File: src/fxalu_pkg.sv
package fxalu_pkg;

   localparam int WORD_W        = 32;
   localparam int FRAC_BITS_DEF = 8;

   typedef enum logic [3:0] {
      OP_ADD      = 4'd0,
      OP_SUB      = 4'd1,
      OP_MUL      = 4'd2,
      OP_DIV      = 4'd3,
      OP_GT       = 4'd4,
      OP_LT       = 4'd5,
      OP_GE       = 4'd6,
      OP_LE       = 4'd7,
      OP_EQ       = 4'd8,
      OP_NE       = 4'd9,
      OP_INC      = 4'd10,
      OP_DEC      = 4'd11,
      OP_MIN      = 4'd12,
      OP_MAX      = 4'd13,
      OP_FROM_INT = 4'd14,
      OP_TO_INT   = 4'd15
   } op_type;

   // per-beat control and finished result carried down the divider row
   typedef struct packed {
      logic              valid;
      logic              is_div;
      logic              neg;
      logic              flag;
      logic              err;
      logic [WORD_W-1:0] val;
   } ctl_type;

endpackage

File: src/fxalu_front.sv
module fxalu_front
   import fxalu_pkg::*;
#(
   parameter int FRAC_BITS = FRAC_BITS_DEF,
   localparam int DW = WORD_W + FRAC_BITS
) (
   input  logic                     clock,
   input  logic                     reset,
   input  logic                     take,
   input  logic [3:0]               opcode,
   input  logic signed [WORD_W-1:0] operand_a,
   input  logic signed [WORD_W-1:0] operand_b,
   output ctl_type                  dn_ctl,
   output logic [WORD_W-1:0]        dn_rem,
   output logic [DW-1:0]            dn_dq,
   output logic [WORD_W-1:0]        dn_dvs
);

   localparam logic [63:0] MASK64 = (64'd1 << FRAC_BITS) - 64'd1;
   localparam logic [32:0] MASK33 = (33'd1 << FRAC_BITS) - 33'd1;

   // stage a: operands and product
   logic                     vld_a_ff, vld_a_in;
   logic [3:0]               op_a_ff, op_a_in;
   logic signed [WORD_W-1:0] a_ff, a_in;
   logic signed [WORD_W-1:0] b_ff, b_in;
   logic signed [63:0]       prod_ff, prod_in;

   // stage b: simple results and divider setup
   ctl_type                  ctl_ff, ctl_in;
   logic [DW-1:0]            dq_ff, dq_in;
   logic [WORD_W-1:0]        dvs_ff, dvs_in;

   logic signed [63:0]       mul_adj;
   logic signed [32:0]       ti_adj;
   logic signed [32:0]       ti_shr;
   logic [WORD_W-1:0]        abs_a;
   logic [WORD_W-1:0]        abs_b;

   assign vld_a_in = take;
   assign op_a_in  = opcode;
   assign a_in     = operand_a;
   assign b_in     = operand_b;
   assign prod_in  = 64'(operand_a) * 64'(operand_b);

   assign mul_adj = prod_ff + (prod_ff[63] ? $signed(MASK64) : 64'sd0);
   assign ti_adj  = $signed({a_ff[WORD_W-1], a_ff}) + (a_ff[WORD_W-1] ? $signed(MASK33) : 33'sd0);
   assign ti_shr  = ti_adj >>> FRAC_BITS;
   assign abs_a   = a_ff[WORD_W-1] ? WORD_W'(-a_ff) : WORD_W'(a_ff);
   assign abs_b   = b_ff[WORD_W-1] ? WORD_W'(-b_ff) : WORD_W'(b_ff);

   always_comb begin
      ctl_in        = '0;
      ctl_in.valid  = vld_a_ff;
      ctl_in.neg    = a_ff[WORD_W-1] ^ b_ff[WORD_W-1];
      case (op_type'(op_a_ff))
         OP_ADD:      ctl_in.val = a_ff + b_ff;
         OP_SUB:      ctl_in.val = a_ff - b_ff;
         OP_MUL:      ctl_in.val = mul_adj[FRAC_BITS +: WORD_W];
         OP_DIV: begin
            ctl_in.is_div = 1'b1;
            ctl_in.err    = (b_ff == '0);
         end
         OP_GT:       ctl_in.flag = (a_ff > b_ff);
         OP_LT:       ctl_in.flag = (a_ff < b_ff);
         OP_GE:       ctl_in.flag = (a_ff >= b_ff);
         OP_LE:       ctl_in.flag = (a_ff <= b_ff);
         OP_EQ:       ctl_in.flag = (a_ff == b_ff);
         OP_NE:       ctl_in.flag = (a_ff != b_ff);
         OP_INC:      ctl_in.val = a_ff + 32'sd1;
         OP_DEC:      ctl_in.val = a_ff - 32'sd1;
         OP_MIN:      ctl_in.val = (a_ff > b_ff) ? b_ff : a_ff;
         OP_MAX:      ctl_in.val = (a_ff < b_ff) ? b_ff : a_ff;
         OP_FROM_INT: ctl_in.val = a_ff << FRAC_BITS;
         OP_TO_INT:   ctl_in.val = ti_shr[WORD_W-1:0];
         default:     ctl_in.val = '0;
      endcase
   end

   assign dq_in  = DW'(abs_a) << FRAC_BITS;
   assign dvs_in = abs_b;

   always_ff @(posedge clock) begin
      if (reset) begin
         vld_a_ff     <= 1'b0;
         ctl_ff.valid <= 1'b0;
      end else begin
         vld_a_ff     <= vld_a_in;
         ctl_ff.valid <= ctl_in.valid;
      end
      op_a_ff       <= op_a_in;
      a_ff          <= a_in;
      b_ff          <= b_in;
      prod_ff       <= prod_in;
      ctl_ff.is_div <= ctl_in.is_div;
      ctl_ff.neg    <= ctl_in.neg;
      ctl_ff.flag   <= ctl_in.flag;
      ctl_ff.err    <= ctl_in.err;
      ctl_ff.val    <= ctl_in.val;
      dq_ff         <= dq_in;
      dvs_ff        <= dvs_in;
   end

   assign dn_ctl = ctl_ff;
   assign dn_rem = '0;
   assign dn_dq  = dq_ff;
   assign dn_dvs = dvs_ff;

endmodule

File: config.mk
export PLATFORM = sky130hd
export DESIGN_NAME = fxalu_front
export DESIGN_NICKNAME = d
export VERILOG_FILES = /design/src/fxalu_pkg.sv /design/src/fxalu_front.sv
export SDC_FILE = /design/constraint.sdc
export NUM_CORES = 2
export LEC_CHECK = 0
export BUFFER_PORTS_ARGS = -buffer_cell sky130_fd_sc_hd__buf_2
export CORE_UTILIZATION = 65
export DETAILED_ROUTE_END_ITERATION = 7
export GPL_ROUTABILITY_DRIVEN = 0
export MAX_ROUTING_LAYER = met4
export PLACE_DENSITY = 0.84
export SLEW_MARGIN = 20
export SYNTH_ARGS = -nofsm -noshare
export SYNTH_HDL_FRONTEND = slang
export SYNTH_SLANG_ARGS = --single-unit
File: constraint.sdc
create_clock -name clock -period 17 [get_ports clock]
set_clock_uncertainty 0.05 [all_clocks]
set_input_delay 0.85 -clock clock [delete_from_list [all_inputs] [get_ports clock]]
set_output_delay 0.85 -clock clock [all_outputs]
set_load 0.005 [all_outputs]
==> results.md <==
Outcome:
- The flow ran to the end, and the final reports show no timing, DRC or antenna violations.

Timing:
- The final number of max-transition violations was 0.
- The hold violation count in the final report is 0.
- The final setup violation count is 0.
- Setup repair after global routing left no endpoint under its margin.
- The relative max-transition margin is 18.9%.
- The final critical path time including I/O delays and setup is 8.80 ns.
- The final critical path takes up 51.7% of the cycle.
- For the pin with the worst max-slew slack, the measured transition is 1.21 ns.
- Setup total negative slack on the finished layout was measured at 0 ns.
- The maximum operating frequency is 114 MHz.
- The worst path meets setup with 8.20 ns of slack.

Die:
- The initial utilization of the core area, before any placement, comes to 65.7%.
- The area enclosed by the die boundary is 74700 um^2.
- For this design the top-level I/O count stands at 212.
- The number of placement rows is 99.
- The horizontal die dimension is 273 um.
- In this run the vertical extent of the chip is 273 um.
- The area of the core is 72800 um^2.

Worst setup path:
- STA puts the critical path data required time at 17.38 ns.
- The largest fanout on the critical path is 33.
- By startpoint and endpoint, the worst setup path is classified as in2reg.
- The type of element capturing the critical path is a flop.
- The worst register-to-register path ends at dn_ctl[30].
- The kind of start point of the critical path is an input pin.
- For flop-to-flop paths, the worst setup slack is 11.07 ns.
- Counting cells, the worst reg-to-reg path comes to 18.
- The startpoint identified for the worst register-to-register timing path is b_ff[1].
- Data on the critical path arrives at its endpoint at 9.18 ns.

Min path:
- The min-delay analysis places its worst path in the category in2reg.
- In this run the most critical hold path is launched from opcode[1].
- The hold path endpoint is op_a_ff[1].
- The cell depth of the worst min-delay path is 1.

Clock tree:
- The number of hold buffers added after cts is 0.
- The maximum number of buffers from clock root to sink is 3.
- The total number of clock tree sinks is 211.
- The quantity of gates resized following cts is 0.
- The count of H-tree levels built during CTS is 1.
- Clock-pin slew was measured on the worst setup and hold paths at 0.08 ns.
- Clock latency on the worst-skew pair, taken at its later pin, is 0.55 ns.
- Buffers added to address setup during post-CTS repair amount to 0.
- The library cell used as clock root buffer is sky130_fd_sc_hd__clkbuf_16.
- TritonCTS built the clock tree.
- The total CTS buffers is 22.

Global routing:
- The remaining global-route overflow is 0.
- The global router's overall resource usage is 39.2%.
- The maximum number of pins on one net before global-route repair is 48.
- The met3 capacity usage during global routing is 9.52%.
- The layer flagged by global routing as most heavily used is met2.
- The via count of the first global-routing pass came to 40800.
- The met1 usage is 46.0%.
- The first global-routing pass estimated 218 mm of wire.
- The number of antenna violations at the first check in global routing is 5.
- The met2 track utilization from global routing is 61.5%.

Yosys:
- The netlist uses 78 different library cells.
- The post-synthesis register bit count is 211.
- The share of Yosys cell area claimed by the top area cell type is 45.4%.
- For this run, the register share of the synthesized area comes to 8.83%.
- By area the synthesized netlist is led by sky130_fd_sc_hd__fa_1 (45%), sky130_fd_sc_hd__inv_1 (8.8%), sky130_fd_sc_hd__dfxtp_1 (8.8%), sky130_fd_sc_hd__ha_1 (6.9%), sky130_fd_sc_hd__nand2_1 (5.7%).
- The most used flip-flop cell after synthesis is sky130_fd_sc_hd__dfxtp_1.
- The most used standard cell by instance count after synthesis is sky130_fd_sc_hd__inv_1.
- In this run the mean area of a mapped cell was 9.06 um^2.
- Summed over all instances, the cell type with the most area after synthesis is sky130_fd_sc_hd__fa_1.
- For this run, asynchronously set or reset flops after synthesis account for 0%.
- The post-synthesis cell count is 5282.
- The Yosys step of the flow raised 0 warnings.
- The cell area that synthesis handed to floorplanning was 47800 um^2.
- The number of flops mapped to enable cells by yosys is 0.
- The commonest cells after synthesis are sky130_fd_sc_hd__inv_1 (1127), sky130_fd_sc_hd__fa_1 (1084), sky130_fd_sc_hd__nand2_1 (726).

Placed design:
- The HPWL after detailed placement is 104 mm.
- In this run the tool buffered the top-level ports with 171 buffer cells.
- The number of placed instances, taps included, is 6190.
- Before CTS, the worst setup slack after placement is 7.73 ns.

Drt:
- The initial DRC count is 3263.
- The number of antenna-violating nets in the routed design is 0.
- The mean number of vias per cell is 6.01.
- Across all layers, the routed design uses 37500 vias.
- Wires add up to 136 mm.
- After detailed routing, the average wire length per cell comes to 21.9 um.
- The first detailed-routing pass ran for 8 iterations.
- The total DRC errors in the routed layout is 0.

Finish:
- The final layout contains 6673 nets.
- Cells with a size suffix above 1 make up 5.60% of the layout.
- The area growth from synthesis to final layout is 4.39%.
- Cells fill 68.6% of the core in the end.
- The number of standard cells in the layout, taps in and fillers out is 6236.
- The number of fill cells is 5360.

Flow run:
- The tool flagged a number of max-cap violations equal to 0.
## metrics by stage
step	area (um^2)	hold WS (ns)
detailed placement	49100	0.365
floorplan	48000	0.325
global placement	49100	0.368
finish	49900	0.366
CTS	49900	0.359
global route	49900	0.362
## routing by layer
| metal | vias to the layer above | part of all wire (%) | wire [um] |
|---|---|---|---|
| met1 | 18600 | 35 | 47600 |
| li1 | 15800 | - | - |
| met5 | - | 0 | 0 |
| met3 | 648 | 12 | 16200 |
| met4 | 0 | 7.0 | 9520 |
| met2 | 2435 | 46 | 63100 |
## sequential cells by signal, indices dropped and copies added, names as in the netlist
register,flops
prod_ff,41
dn_ctl,37
a_ff,32
b_ff,32
dn_dq,32
dn_dvs,32
op_a_ff,4
vld_a_ff,1
## kinds of logic (layout without fill, tap and decap cells)
logic type	after synthesis	after routing	share of synthesized area [%]
other	1	46	0.00784
adders and majority gates	1347	1347	52.2
muxes	9	9	0.191
AOI/OAI and AO/OA	488	488	7.01
xor gates and xnor gates	233	233	4.26
buffers and inverters	1442	1392	11.6
DFF	211	211	8.83
and+or+nand+nor	1551	1551	15.8
## final cells by class
class / instances / area [um^2] / area share [%]
Clock buffer: 30 / 652 / 1.31
Multi-Input combinational cell: 3668 / 38200 / 76.5
Antenna cell: 6 / 15.0 / 0.0301
Timing Repair Buffer: 225 / 1260 / 2.53
Clock inverter: 10 / 133 / 0.266
Sequential cell: 211 / 4220 / 8.46
Tap cell: 959 / 1200 / 2.40
Inverter: 1127 / 4230 / 8.47
## placed cells by master, fill, tap and decap left out, types with 56 or more instances in the layout
cell,count
sky130_fd_sc_hd__nand3_1,64
sky130_fd_sc_hd__fa_1,1084
sky130_fd_sc_hd__a21oi_1,88
sky130_fd_sc_hd__xor2_1,56
sky130_fd_sc_hd__and2_1,420
sky130_fd_sc_hd__o21ai_0,120
sky130_fd_sc_hd__ha_1,263
sky130_fd_sc_hd__buf_2,171
sky130_fd_sc_hd__inv_1,1127
sky130_fd_sc_hd__xnor2_1,177
sky130_fd_sc_hd__nor2_1,114
sky130_fd_sc_hd__dfxtp_1,211
sky130_fd_sc_hd__nand2_1,726
## critical path: stages
cell                        delay (ns)
sky130_fd_sc_hd__buf_2            0.55
sky130_fd_sc_hd__and2_1           0.29
sky130_fd_sc_hd__fa_1             0.54
sky130_fd_sc_hd__inv_1            0.16
sky130_fd_sc_hd__fa_1             0.47
sky130_fd_sc_hd__inv_1            0.20
sky130_fd_sc_hd__fa_1             0.49
sky130_fd_sc_hd__fa_1             0.82
sky130_fd_sc_hd__inv_1            0.41
sky130_fd_sc_hd__fa_1             0.60
sky130_fd_sc_hd__inv_1            0.07
sky130_fd_sc_hd__fa_1             0.57
sky130_fd_sc_hd__fa_1             0.44
sky130_fd_sc_hd__fa_1             0.47
sky130_fd_sc_hd__ha_1             0.31
sky130_fd_sc_hd__a21o_1           0.16
sky130_fd_sc_hd__a21o_1           0.16
sky130_fd_sc_hd__a21oi_1          0.14
sky130_fd_sc_hd__o21ai_0          0.11
sky130_fd_sc_hd__a211oi_1         0.34
sky130_fd_sc_hd__o21ai_0          0.22
sky130_fd_sc_hd__a2111oi_0        0.46
sky130_fd_sc_hd__a21oi_1          0.17
sky130_fd_sc_hd__xnor2_1          0.17
## how the worst max path moves through the flow
| stage | startpoint | endpoint | slack (ns) |
|---|---|---|---|
| floorplan | operand_a[31] | prod_ff[63] | 8.90 |
| global placement | operand_a[31] | prod_ff[63] | 8.04 |
| detailed placement | operand_b[5] | prod_ff[63] | 7.73 |
| CTS | operand_b[5] | prod_ff[63] | 8.28 |
| global route | operand_b[5] | prod_ff[63] | 7.82 |
| finish | operand_b[6] | prod_ff[63] | 8.20 |
Power is left out: the tool's default activity adds up to more than one toggle a clock period on the data nets, which glitch-free logic cannot reach.
