--- src/fxalu_pkg.sv ---
package fxalu_pkg;

   localparam int WORD_W        = 32;
   localparam int FRAC_BITS_DEF = 8;

   typedef enum logic [3:0] {
      OP_ADD      = 4'd0,
      OP_SUB      = 4'd1,
      OP_MUL      = 4'd2,
      OP_DIV      = 4'd3,
      OP_GT       = 4'd4,
      OP_LT       = 4'd5,
      OP_GE       = 4'd6,
      OP_LE       = 4'd7,
      OP_EQ       = 4'd8,
      OP_NE       = 4'd9,
      OP_INC      = 4'd10,
      OP_DEC      = 4'd11,
      OP_MIN      = 4'd12,
      OP_MAX      = 4'd13,
      OP_FROM_INT = 4'd14,
      OP_TO_INT   = 4'd15
   } op_type;

   // per-beat control and finished result carried down the divider row
   typedef struct packed {
      logic              valid;
      logic              is_div;
      logic              neg;
      logic              flag;
      logic              err;
      logic [WORD_W-1:0] val;
   } ctl_type;

endpackage

--- src/fxalu_div_cell.sv ---
module fxalu_div_cell
   import fxalu_pkg::*;
#(
   parameter int FRAC_BITS = FRAC_BITS_DEF,
   localparam int DW = WORD_W + FRAC_BITS
) (
   input  logic              clock,
   input  logic              reset,
   input  ctl_type           up_ctl,
   input  logic [WORD_W-1:0] up_rem,
   input  logic [DW-1:0]     up_dq,
   input  logic [WORD_W-1:0] up_dvs,
   output ctl_type           dn_ctl,
   output logic [WORD_W-1:0] dn_rem,
   output logic [DW-1:0]     dn_dq,
   output logic [WORD_W-1:0] dn_dvs
);

   ctl_type           ctl_ff;
   logic [WORD_W-1:0] rem_ff, rem_in;
   logic [DW-1:0]     dq_ff, dq_in;
   logic [WORD_W-1:0] dvs_ff;

   logic [WORD_W:0]   trial;
   logic [WORD_W:0]   diff;
   logic              fits;

   // one restoring step: shift in the next dividend bit, subtract when it fits
   assign trial  = {up_rem, up_dq[DW-1]};
   assign diff   = trial - {1'b0, up_dvs};
   assign fits   = (trial >= {1'b0, up_dvs});
   assign rem_in = fits ? diff[WORD_W-1:0] : trial[WORD_W-1:0];
   assign dq_in  = {up_dq[DW-2:0], fits};

   always_ff @(posedge clock) begin
      if (reset) begin
         ctl_ff.valid <= 1'b0;
      end else begin
         ctl_ff.valid <= up_ctl.valid;
      end
      ctl_ff.is_div <= up_ctl.is_div;
      ctl_ff.neg    <= up_ctl.neg;
      ctl_ff.flag   <= up_ctl.flag;
      ctl_ff.err    <= up_ctl.err;
      ctl_ff.val    <= up_ctl.val;
      rem_ff        <= rem_in;
      dq_ff         <= dq_in;
      dvs_ff        <= up_dvs;
   end

   assign dn_ctl = ctl_ff;
   assign dn_rem = rem_ff;
   assign dn_dq  = dq_ff;
   assign dn_dvs = dvs_ff;

   property p_rem_below_divisor;
      @(posedge clock) disable iff (reset)
         (ctl_ff.valid && ctl_ff.is_div && !ctl_ff.err) |-> (rem_ff < dvs_ff);
   endproperty
   a_rem_below_divisor: assert property (p_rem_below_divisor)
      else $error("partial remainder not below divisor");

   property p_div_err_zero_divisor;
      @(posedge clock) disable iff (reset)
         (ctl_ff.valid && ctl_ff.is_div) |-> (ctl_ff.err == (dvs_ff == '0));
   endproperty
   a_div_err_zero_divisor: assert property (p_div_err_zero_divisor)
      else $error("divide error flag disagrees with divisor");

endmodule

--- config.mk ---
export PLATFORM = sky130hd
export DESIGN_NAME = fxalu_div_cell
export DESIGN_NICKNAME = d
export VERILOG_FILES = /design/src/fxalu_pkg.sv /design/src/fxalu_div_cell.sv
export SDC_FILE = /design/constraint.sdc
export NUM_CORES = 1
export LEC_CHECK = 0
export ABC_CLOCK_PERIOD_IN_PS = 3800
export BUFFER_PORTS_ARGS = -buffer_cell sky130_fd_sc_hd__buf_2
export CORE_MARGIN = 4
export CORE_UTILIZATION = 44
export CTS_CLUSTER_SIZE = 30
export DETAILED_ROUTE_END_ITERATION = 7
export GPL_ROUTABILITY_DRIVEN = 0
export HOLD_SLACK_MARGIN = 0.15
export PLACE_DENSITY = 0.8
export SLEW_MARGIN = 20
export SYNTH_ARGS = -nofsm -noshare
export SYNTH_HDL_FRONTEND = slang
export SYNTH_SLANG_ARGS = --single-unit
--- constraint.sdc ---
create_clock -name clock -period 3.8 [get_ports clock]
set_input_delay 0.38 -clock clock [delete_from_list [all_inputs] [get_ports clock]]
set_output_delay 0.38 -clock clock [all_outputs]
set_load 0.02 [all_outputs]
==> results of run 1 <==
worst paths after layout:
| check | startpoint | to | slack [ns] | cells past startpoint |
|---|---|---|---|---|
| max | up_dvs[0] | dn_rem[30] | 0.22 | 13 |
| min | up_rem[25] | dn_rem[26] | 0.19 | 2 |
routing by layer:
metal | global-route usage | share of wire | vias up | routed length, um
li1 | - | - | 2465 | -
met1 | 0.271 | 0.34 | 2407 | 6490
met2 | 0.522 | 0.54 | 269 | 10400
met3 | 0.0953 | 0.078 | 65 | 1500
met4 | 0.142 | 0.042 | 0 | 806
met5 | 0 | 0 | - | 0
layout make-up:
cell class | count | area share
sequential | 141 | 0.343
clock inverter | 14 | 0.0166
antenna | 5 | 0.00152
timing repair buffer | 392 | 0.306
multi-input combinational | 290 | 0.242
inverter | 38 | 0.0173
clock buffer | 18 | 0.0522
tap | 140 | 0.0213
power by group:
part | leakage [nW] | internal, mW | switching, mW
clock | 0.273 | 0.913 | 0.679
sequential | 1.19 | 1.62 | 0.0394
combinational | 2.61 | 0.386 | 0.534
flip-flops by register name (all words and copies together) (netlist names):
| signal | flops |
|---|---|
| dn_dq | 40 |
| dn_dvs | 32 |
| dn_rem | 32 |
| dn_ctl | 37 |
synthesized netlist by cell type (12+ instances only):
master                    instances  area [um2]
sky130_fd_sc_hd__o21ai_0         16        80.1
sky130_fd_sc_hd__a21oi_1         56         280
sky130_fd_sc_hd__xor2_1          12         105
sky130_fd_sc_hd__a21o_1          12        90.1
sky130_fd_sc_hd__inv_1           38         143
sky130_fd_sc_hd__nand2_1         26        97.6
sky130_fd_sc_hd__xnor2_1         15         131
sky130_fd_sc_hd__nor2_1          35         131
sky130_fd_sc_hd__ha_1            32         400
sky130_fd_sc_hd__dfxtp_1        141        2820
cell families after synthesis:
group           count (synthesis)  synth area share
flops                         141             0.560
compound gates                119             0.145
simple gates                  100            0.0936
buf+inv                        56            0.0462
fa+ha+maj                      33            0.0834
xor+xnor                       27            0.0469
mux                            11            0.0243
per-stage QoR:
| step | worst slack [ns] | instance area, um2 | TNS (ns) |
|---|---|---|---|
| after detailed placement | 0.372 | 6560 | 0 |
| after CTS | 0.281 | 8210 | 0 |
| after floorplan | 0.788 | 5040 | 0 |
| after global routing | -0.0310 | 8220 | -0.0310 |
| final | 0.222 | 8230 | 0 |
| after global placement | 0.518 | 6560 | 0 |
repair_timing:
action,in CTS,in global routing
resized for setup,0,1
setup endpoints to repair,0,1
endpoints found under the hold margin,108,0
hold buffers,108,0
==> out/metrics.sh, run 1 <==
FLOORPLAN.INITIALDENSITY=0.457
CRITPATHMAXFANOUT=4
CTS_TREE='built'
CRITPATHSLOWESTCELL='sky130_fd_sc_hd__dlygate4sd3_1'
CHIPWIDTH_UM=115
BUFFERS_ON_PORTS=283
DRT_ITER0_DRC=364
WORST-PATH-BUF-INV=2
SETUP_VIOLATIONS=0
CELLLEAKAGEPOWER_nW=4.08
WORSTSETUPPATHTYPE='primary input to flop'
LAYOUT_COMMONEST_CELL='sky130_fd_sc_hd__buf_2'
GRT_START_MAX_NET_PINS=55
CLOCK_TREE.ROOT_CELL='sky130_fd_sc_hd__clkbuf_16'
ASYNCSETRESETFLOPFRACSYNTH=0
NETLIST_INSTANCES=487
RUN_STATUS='complete, no violations'
CLOCK_INPUT_TRANSITION_AT_THE_SEQUENTIAL_CELLS_OF_THE_WORST_SETUP_AND_HOLD_PATHS_NS=0.06
YOSYSSEQAREASHARE=0.560
CHIPHEIGHT_UM=115
DETAILED_PLACE_HPWL_UM=12500
NUMBER_OF_ANTENNA_VIOLATIONS_AT_THE_FIRST_CHECK_IN_GLOBAL_ROUTING=1
MAX-CLOCK-PATH-BUFFERS=2
MAX_CAP_VIOL_COUNT=0
WHS_NS=0.188
DESIGN.FINAL.NETS=1056
MAX_STAGE_DELAY_NS=0.53
CTS_SINKS=141
STD_CELL_ROWS=38
WORST_PIN_SLEW_NS=0.550
VIAS_IN_THE_FIRST_GLOBAL_ROUTE=5560
DIE-AREA_UM2=13200
CTS-BUFFERS-INSERTED=17
YS_WARN_COUNT=0
FINAL-HOLD-VIOLATION-COUNT=0
PER_INSTANCE_AVERAGE_AREA_AFTER_SYNTHESIS_UM2=10.3
WORST_IR_DROP_VDD_mV=0.431
DETAILEDROUTE.FIRSTPASSITERATIONCOUNT=5
WORSTPATHCELLLIST='dlygate4sd3_1 -> buf_2 -> ha_1 -> fa_1 -> nand2b_1 -> a21oi_1 -> o21ai_0 -> o311a_1 -> a31oi_1 -> a21oi_1 -> o41ai_2 -> xor2_1 -> mux2_1'
TOTALPOWERFINAL_mW=4.17
CORE_AREA_UM2=11000
POSTLAYOUTCOREUTIL=0.746
CLOCK.FMAX_MHz=279
LAYOUTNONFILLERINSTCOUNT=1038
GRT_PASS1_WL_UM=28500
MULTI_INPUT_AREA_UM2=1990
DETAIL_ROUTE.VIAS_PER_CELL=5.02
TIMING.CRITICAL_PATH.TO_TYPE='flop'
PREVAILING_POST_SYNTH_REGISTER_CELL='sky130_fd_sc_hd__dfxtp_1'
SYNTHESIS.NETS=663
CTS_MAX_LEVEL=4
TIMING.MAX_SLEW.REL_SLACK=0.632
AREA_GROWTH_SYN_TO_LAYOUT_PCT=63.3
POWER.DENSITY_nW_PER_UM2=507
TOTALWIRELENGTH_UM=19200
PLACE_INST=893
TIMING.FINAL.CRIT_SHARE=0.942
DRTANTENNAVIOLNETS=0
SYNTH-EDFF-COUNT=0
HOLD_PATH.CLASS='primary input to flop'
PERIOD_MINUS_SLACK_NS=3.58
YOSYSUNIQUECELLTYPES=48
IO-PIN-COUNT=284
SYN_AREA_UM2=5040
FINAL-MAX-SLEW-VIOLATION-COUNT=0
GRTUSAGETOTAL=0.280
GRT_REMAINING_OVERFLOW=0
PATH_DELAY_FAMILY='compound AO/OA/AOI/OAI gates'
CPMOSTUSEDCELL='sky130_fd_sc_hd__a21oi_1'
FILLCELLCOUNT=754
REMAINING_DRC_ERRORS=0
DRT-WIRELENGTH-PER-CELL_UM=18.4
LEADING_CELL_TYPES_IN_THE_LAYOUT_FILL_AND_TAPS_EXCLUDED='sky130_fd_sc_hd__buf_2, sky130_fd_sc_hd__dfxtp_1, sky130_fd_sc_hd__dlygate4sd3_1, sky130_fd_sc_hd__a21oi_1, sky130_fd_sc_hd__inv_1'
CRITPATHLAUNCHTYPE='primary input'
FINAL-SEQ-AREA_UM2=2820
YOSYS_REGISTER_BITS=141
CP.REQUIRED_NS=4.10
WORST_EP_ARRIVAL_TIME_NS=3.88
NUM_VIAS=5206
FINAL_LAYOUT_SIZE_SUFFIX_GT1_FRAC=0.365
POSTCTSSETUPBUFFERS=0
Note: power is estimated with default switching activity, not from simulation.
==> run 2: changes to the inputs <==
- ABC_CLOCK_PERIOD_IN_PS: 3800 -> 3000
- CORE_UTILIZATION: 44 -> 40
- PLACE_DENSITY: 0.8 -> 0.77
- clock period: 3.8 -> 3 ns (I/O delays scaled with it)
==> out/metrics.sh, run 2 (synthesized netlist as in run 1, its figures left out) <==
CP.REQUIRED_NS=3.30  # -0.80 ns
WORST_EP_ARRIVAL_TIME_NS=3.19  # -0.69 ns
CTS-BUFFERS-INSERTED=17  # unchanged
LAYOUT_COMMONEST_CELL='sky130_fd_sc_hd__buf_2'
CRITPATHLAUNCHTYPE='primary input'
DIE-AREA_UM2=14500  # +9.3%
CPMOSTUSEDCELL='sky130_fd_sc_hd__nor4_1'
WORST_PIN_SLEW_NS=0.415  # -0.134 ns
GRT_REMAINING_OVERFLOW=0  # unchanged
REMAINING_DRC_ERRORS=0  # unchanged
PERIOD_MINUS_SLACK_NS=2.88
TOTALWIRELENGTH_UM=19100  # -0.15%
MAX_CAP_VIOL_COUNT=0  # unchanged
FINAL-MAX-SLEW-VIOLATION-COUNT=0  # unchanged
FINAL-SEQ-AREA_UM2=2820  # unchanged
DRT-WIRELENGTH-PER-CELL_UM=17.2  # -7.0%
CTS_TREE='built'
FINAL-HOLD-VIOLATION-COUNT=0  # unchanged
FILLCELLCOUNT=846  # +12%
CRITPATHSLOWESTCELL='sky130_fd_sc_hd__dlygate4sd3_1'
P_CLK_FRAC=0.372  # -0.010
CHIPHEIGHT_UM=120  # +4.5%
CLOCK_TREE.ROOT_CELL='sky130_fd_sc_hd__clkbuf_16'
NUMBER_OF_ANTENNA_VIOLATIONS_AT_THE_FIRST_CHECK_IN_GLOBAL_ROUTING=6  # +5
GRT_START_MAX_NET_PINS=26  # -53%
TIMING.MAX_SLEW.REL_SLACK=0.721  # +0.0896
FINAL.SETUP.WORST_SLACK_NS=0.119  # -0.103 ns
CTS_SINKS=141  # unchanged
AREA_GROWTH_SYN_TO_LAYOUT_PCT=75.9
CRITPATHMAXFANOUT=6  # +2
PART_OF_THE_POWER_IN_REGISTERS=0.391  # -0.006
STD_CELL_ROWS=40  # +5.3%
POWER.SHARE.COMBINATIONAL=0.237  # +0.016
BUFFERS_ON_PORTS=283  # unchanged
DETAIL_ROUTE.VIAS_PER_CELL=4.71  # -6.1%
PLACE_INST=947  # +6.0%
DETAILED_PLACE_HPWL_UM=12100  # -3.0%
RUN_STATUS='complete, no violations'
LEADING_CELL_TYPES_IN_THE_LAYOUT_FILL_AND_TAPS_EXCLUDED='sky130_fd_sc_hd__buf_2, sky130_fd_sc_hd__dfxtp_1, sky130_fd_sc_hd__dlygate4sd3_1, sky130_fd_sc_hd__a21oi_1, sky130_fd_sc_hd__inv_1'
DRTANTENNAVIOLNETS=0  # unchanged
FINAL_LAYOUT_SIZE_SUFFIX_GT1_FRAC=0.389  # +0.0239
POSTLAYOUTCOREUTIL=0.729  # -0.0169
MAX-CLOCK-PATH-BUFFERS=2  # unchanged
SETUP_VIOLATIONS=0  # unchanged
GRT_PASS1_WL_UM=28300  # -0.58%
PLACE_AREA_UM2=6790  # +3.5%
DESIGN.FINAL.NETS=1105  # +4.6%
NUM_VIAS=5252  # +0.88%
HOLD_PATH.CLASS='primary input to flop'
GRTUSAGETOTAL=0.251  # -0.0283
CLOCK.FMAX_MHz=347
TIMING.CRITICAL_PATH.TO_TYPE='flop'
CLOCK_INPUT_TRANSITION_AT_THE_SEQUENTIAL_CELLS_OF_THE_WORST_SETUP_AND_HOLD_PATHS_NS=0.06  # about the same
PATH_DELAY_FAMILY='simple AND/OR/NAND/NOR gates'
WORSTPATHCELLLIST='dlygate4sd3_1 -> buf_2 -> ha_1 -> nand3_1 -> or4_1 -> nor4_1 -> nor4_1 -> o21a_1 -> o31ai_4 -> clkbuf_16 -> mux2_1'
FLOORPLAN.INITIALDENSITY=0.414  # -0.0425
DP_SLACK_NS=-0.146  # -0.518 ns
WORST-PATH-BUF-INV=3  # +1
POWER.DENSITY_nW_PER_UM2=604  # +19%
LARGEST_REGISTER_FFS=40  # unchanged
VIAS_IN_THE_FIRST_GLOBAL_ROUTE=5612  # +0.94%
FINAL_CELL_AREA_UM2=8860  # +7.8%
DETAILEDROUTE.FIRSTPASSITERATIONCOUNT=4  # -1
CTS_MAX_LEVEL=4  # unchanged
WORSTSETUPPATHTYPE='primary input to flop'
DRT_ITER0_DRC=229  # -37%
MULTI_INPUT_AREA_UM2=2100  # +5.5%
IO-PIN-COUNT=284  # unchanged
POWER.SHARE.SWITCHING=0.293  # -0.00754
CELLLEAKAGEPOWER_nW=4.37  # +7.3%
P_INT_mW=3.78  # +30%
CHIPWIDTH_UM=120  # +4.5%
TIMING.FINAL.CRIT_SHARE=0.960
NETSWITCHINGPOWER_mW=1.57  # +25%
CORE_AREA_UM2=12200  # +10%
WORST_IR_DROP_VDD_mV=0.343  # -20%
LAYOUTNONFILLERINSTCOUNT=1115  # +7.4%
MAX_STAGE_DELAY_NS=0.54  # about the same
run 2: cell types whose count changed in the layout (fill, tap and decap cells not counted), sizes merged:
cell	change
diode	+1
inv	-1
clkinv	-1
buf	+21
clkbuf	+3
dlygate4sd3	+20
dlymetal6s4s	+6
run 2: layout make-up:
class                           count  share of cell area
Inverter                           38              0.0161
Clock buffer                       19              0.0500
Multi-Input combinational cell    290               0.237
Timing Repair Buffer              441               0.341
Sequential cell                   141               0.318
Antenna cell                        6             0.00169
Tap cell                          168              0.0237
Clock inverter                     12              0.0127
run 2: power by group through the flow:
| stage | Sequential (mW) | Combinational [mW] | Clock, mW |
|---|---|---|---|
| floorplan | 2.36 | 0.414 | 0 |
| global placement | 2.12 | 1.05 | 0 |
| detailed placement | 2.12 | 1.06 | 0 |
| CTS | 2.09 | 1.21 | 1.99 |
| global route | 2.11 | 1.37 | 2.11 |
| finish | 2.09 | 1.27 | 1.99 |
run 2: routing by layer:
metal / wire (um) / track usage / vias up / share of wire
met5: 0 / 0 / - / 0
met4: 688 / 0.119 / 0 / 0.036
met3: 1440 / 0.0837 / 54 / 0.076
met2: 10500 / 0.482 / 226 / 0.55
met1: 6520 / 0.238 / 2414 / 0.34
li1: - / - / 2558 / -
run 2: metrics by stage:
step	hold WS [ns]	setup TNS, ns	power [mW]
after floorplan	0.328	0	2.77
after global placement	0.402	-0.0590	3.17
after detailed placement	0.404	-0.293	3.19
after CTS	0.153	0	5.29
after global routing	0.163	-0.00320	5.59
final	0.160	0	5.35
run 2: path summary, 6_finish.rpt:
path / from / endpoint / slack (ns) / cells past startpoint
setup / recovery: up_rem[28] / dn_rem[13] / 0.12 / 11
hold / removal: up_rem[24] / dn_rem[25] / 0.16 / 3
run 2: what timing repair did:
item	in CTS	in global routing
resized for setup	0	26
setup endpoints to repair	0	29
setup buffers	0	1
hold buffers	130	4
endpoints found under the hold margin	128	4
==> run 3: changes to the inputs <==
- ABC_CLOCK_PERIOD_IN_PS: 3000 -> 3140
- CORE_UTILIZATION: 40 -> 44
- PLACE_DENSITY: 0.77 -> 0.8
- clock period: 3 -> 3.14 ns (I/O delays scaled with it)
==> out/metrics.sh, run 3 (synthesized netlist as in run 1, its figures left out) <==
GRT_START_MAX_NET_PINS=39  # +50%
DIE-AREA_UM2=13200  # -8.5%
DESIGN.FINAL.NETS=1089  # -1.4%
PERIOD_MINUS_SLACK_NS=3.05
RUN_STATUS='complete, no violations'
GRTUSAGETOTAL=0.289  # +0.0382
LEADING_CELL_TYPES_IN_THE_LAYOUT_FILL_AND_TAPS_EXCLUDED='sky130_fd_sc_hd__buf_2, sky130_fd_sc_hd__dfxtp_1, sky130_fd_sc_hd__dlygate4sd3_1, sky130_fd_sc_hd__a21oi_1, sky130_fd_sc_hd__inv_1'
FINAL-MAX-SLEW-VIOLATION-COUNT=0  # unchanged
DRT_ITER0_DRC=467  # +100%
LAYOUTNONFILLERINSTCOUNT=1071  # -3.9%
CRITPATHMAXFANOUT=4  # -2
MAX-CLOCK-PATH-BUFFERS=2  # unchanged
TOTALWIRELENGTH_UM=20400  # +6.8%
DETAILED_PLACE_HPWL_UM=12900  # +7.0%
CTS-BUFFERS-INSERTED=17  # unchanged
LARGEST_REGISTER_FFS=40  # unchanged
TIMING.CRITICAL_PATH.TO_TYPE='flop'
TIMING.FINAL.CRIT_SHARE=0.972
DETAIL_ROUTE.VIAS_PER_CELL=5.08  # +7.9%
CTS_MAX_LEVEL=4  # unchanged
CTS_SINKS=141  # unchanged
CORE_AREA_UM2=11000  # -9.3%
VIAS_IN_THE_FIRST_GLOBAL_ROUTE=5726  # +2.0%
CLOCK_INPUT_TRANSITION_AT_THE_SEQUENTIAL_CELLS_OF_THE_WORST_SETUP_AND_HOLD_PATHS_NS=0.06  # about the same
POSTLAYOUTCOREUTIL=0.795  # +0.0661
POWER.DENSITY_nW_PER_UM2=595  # -1.4%
DRTANTENNAVIOLNETS=0  # unchanged
GRT_REMAINING_OVERFLOW=0  # unchanged
FINAL-HOLD-VIOLATION-COUNT=0  # unchanged
LAYOUT_COMMONEST_CELL='sky130_fd_sc_hd__buf_2'
FINAL_LAYOUT_SIZE_SUFFIX_GT1_FRAC=0.398  # +0.00954
BUFFERS_ON_PORTS=283  # unchanged
CP.REQUIRED_NS=3.44  # +0.14 ns
HOLD_PATH.CLASS='primary input to flop'
FLOORPLAN.INITIALDENSITY=0.457  # +0.0425
PLACE_INST=914  # -3.5%
NUM_VIAS=5443  # +3.6%
CRITPATHLAUNCHTYPE='primary input'
WORSTSETUPPATHTYPE='primary input to flop'
CTS_TREE='built'
GRT_PASS1_WL_UM=29300  # +3.5%
MAX_CAP_VIOL_COUNT=0  # unchanged
CHIPHEIGHT_UM=115  # -4.3%
REMAINING_DRC_ERRORS=0  # unchanged
TIMING.MAX_SLEW.REL_SLACK=0.637  # -0.0839
SETUP_VIOLATIONS=0  # unchanged
DRT-WIRELENGTH-PER-CELL_UM=19.1  # +11%
STD_CELL_ROWS=38  # -5.0%
SETUP_TOTAL_NEGATIVE_SLACK_NS=0  # unchanged
WORST_PIN_SLEW_NS=0.541  # +0.126 ns
CHIPWIDTH_UM=115  # -4.3%
NUMBER_OF_ANTENNA_VIOLATIONS_AT_THE_FIRST_CHECK_IN_GLOBAL_ROUTING=4  # -2
FILLCELLCOUNT=675  # -20%
IO-PIN-COUNT=284  # unchanged
AREA_GROWTH_SYN_TO_LAYOUT_PCT=74.1
CLOCK_TREE.ROOT_CELL='sky130_fd_sc_hd__clkbuf_16'
WORST_IR_DROP_VDD_mV=0.474  # +38%
WORST_EP_ARRIVAL_TIME_NS=3.36  # +0.17 ns
DETAILEDROUTE.FIRSTPASSITERATIONCOUNT=5  # +1
CELLLEAKAGEPOWER_nW=4.30  # -1.8%
CLOCK.FMAX_MHz=328
[run 3: critical path: stages]
cell,delay (ns)
sky130_fd_sc_hd__dlygate4sd3_1,0.54
sky130_fd_sc_hd__buf_2,0.12
sky130_fd_sc_hd__inv_1,0.06
sky130_fd_sc_hd__ha_4,0.26
sky130_fd_sc_hd__nand4_1,0.17
sky130_fd_sc_hd__or4_4,0.47
sky130_fd_sc_hd__a21oi_4,0.15
sky130_fd_sc_hd__nor3_4,0.06
sky130_fd_sc_hd__a211oi_2,0.28
sky130_fd_sc_hd__o21ai_2,0.11
sky130_fd_sc_hd__o31ai_4,0.23
sky130_fd_sc_hd__buf_12,0.15
sky130_fd_sc_hd__buf_4,0.14
sky130_fd_sc_hd__mux2_4,0.30
[run 3: what timing repair did]
item,4_1_cts,5_1_grt
hold buffers,119,1
hold endpoints to repair,118,1
setup buffers,0,7
resized for setup,0,34
endpoints found under the setup margin,0,32
[run 3: routing by layer]
metal / part of all wire / up-vias / track usage
met2: 0.53 / 290 / 0.534
met3: 0.079 / 83 / 0.0921
met4: 0.050 / 0 / 0.159
met1: 0.34 / 2539 / 0.285
li1: - / 2531 / -
met5: 0 / - / 0
[run 3: final cells by class]
cell class,count,area [um2],share of cell area
Timing Repair Buffer,425,2870,0.327
Sequential cell,141,2820,0.322
Multi-Input combinational cell,290,2170,0.248
Clock buffer,18,439,0.0501
Tap cell,140,175,0.0200
Inverter,38,143,0.0163
Clock inverter,14,136,0.0156
Antenna cell,5,12.5,0.00143
[run 3: final timing paths]
path	from	depth (start not counted)	end	slack [ns]
worst min-delay path	up_dvs[15]	1	dn_dvs[15]	0.16
worst max-delay path	up_dvs[14]	14	dn_rem[23]	0.09
[run 3: where the power goes]
part           switching, mW  internal, mW
combinational          0.686         0.548
sequential            0.0538          1.96
clock                  0.849          1.13
[run 3: through the flow]
step / worst slack, ns / instance area (um2) / total power [mW] / hold slack (ns)
2_1_floorplan: 0.194 / 5040 / 2.65 / 0.342
3_3_place_gp: 0.0727 / 6720 / 3.02 / 0.416
3_5_place_dp: -0.0516 / 6720 / 3.05 / 0.418
4_1_cts: 0.00166 / 8480 / 5.08 / 0.153
5_1_grt: -0.0337 / 8770 / 5.41 / 0.163
6_report: 0.0882 / 8770 / 5.22 / 0.163
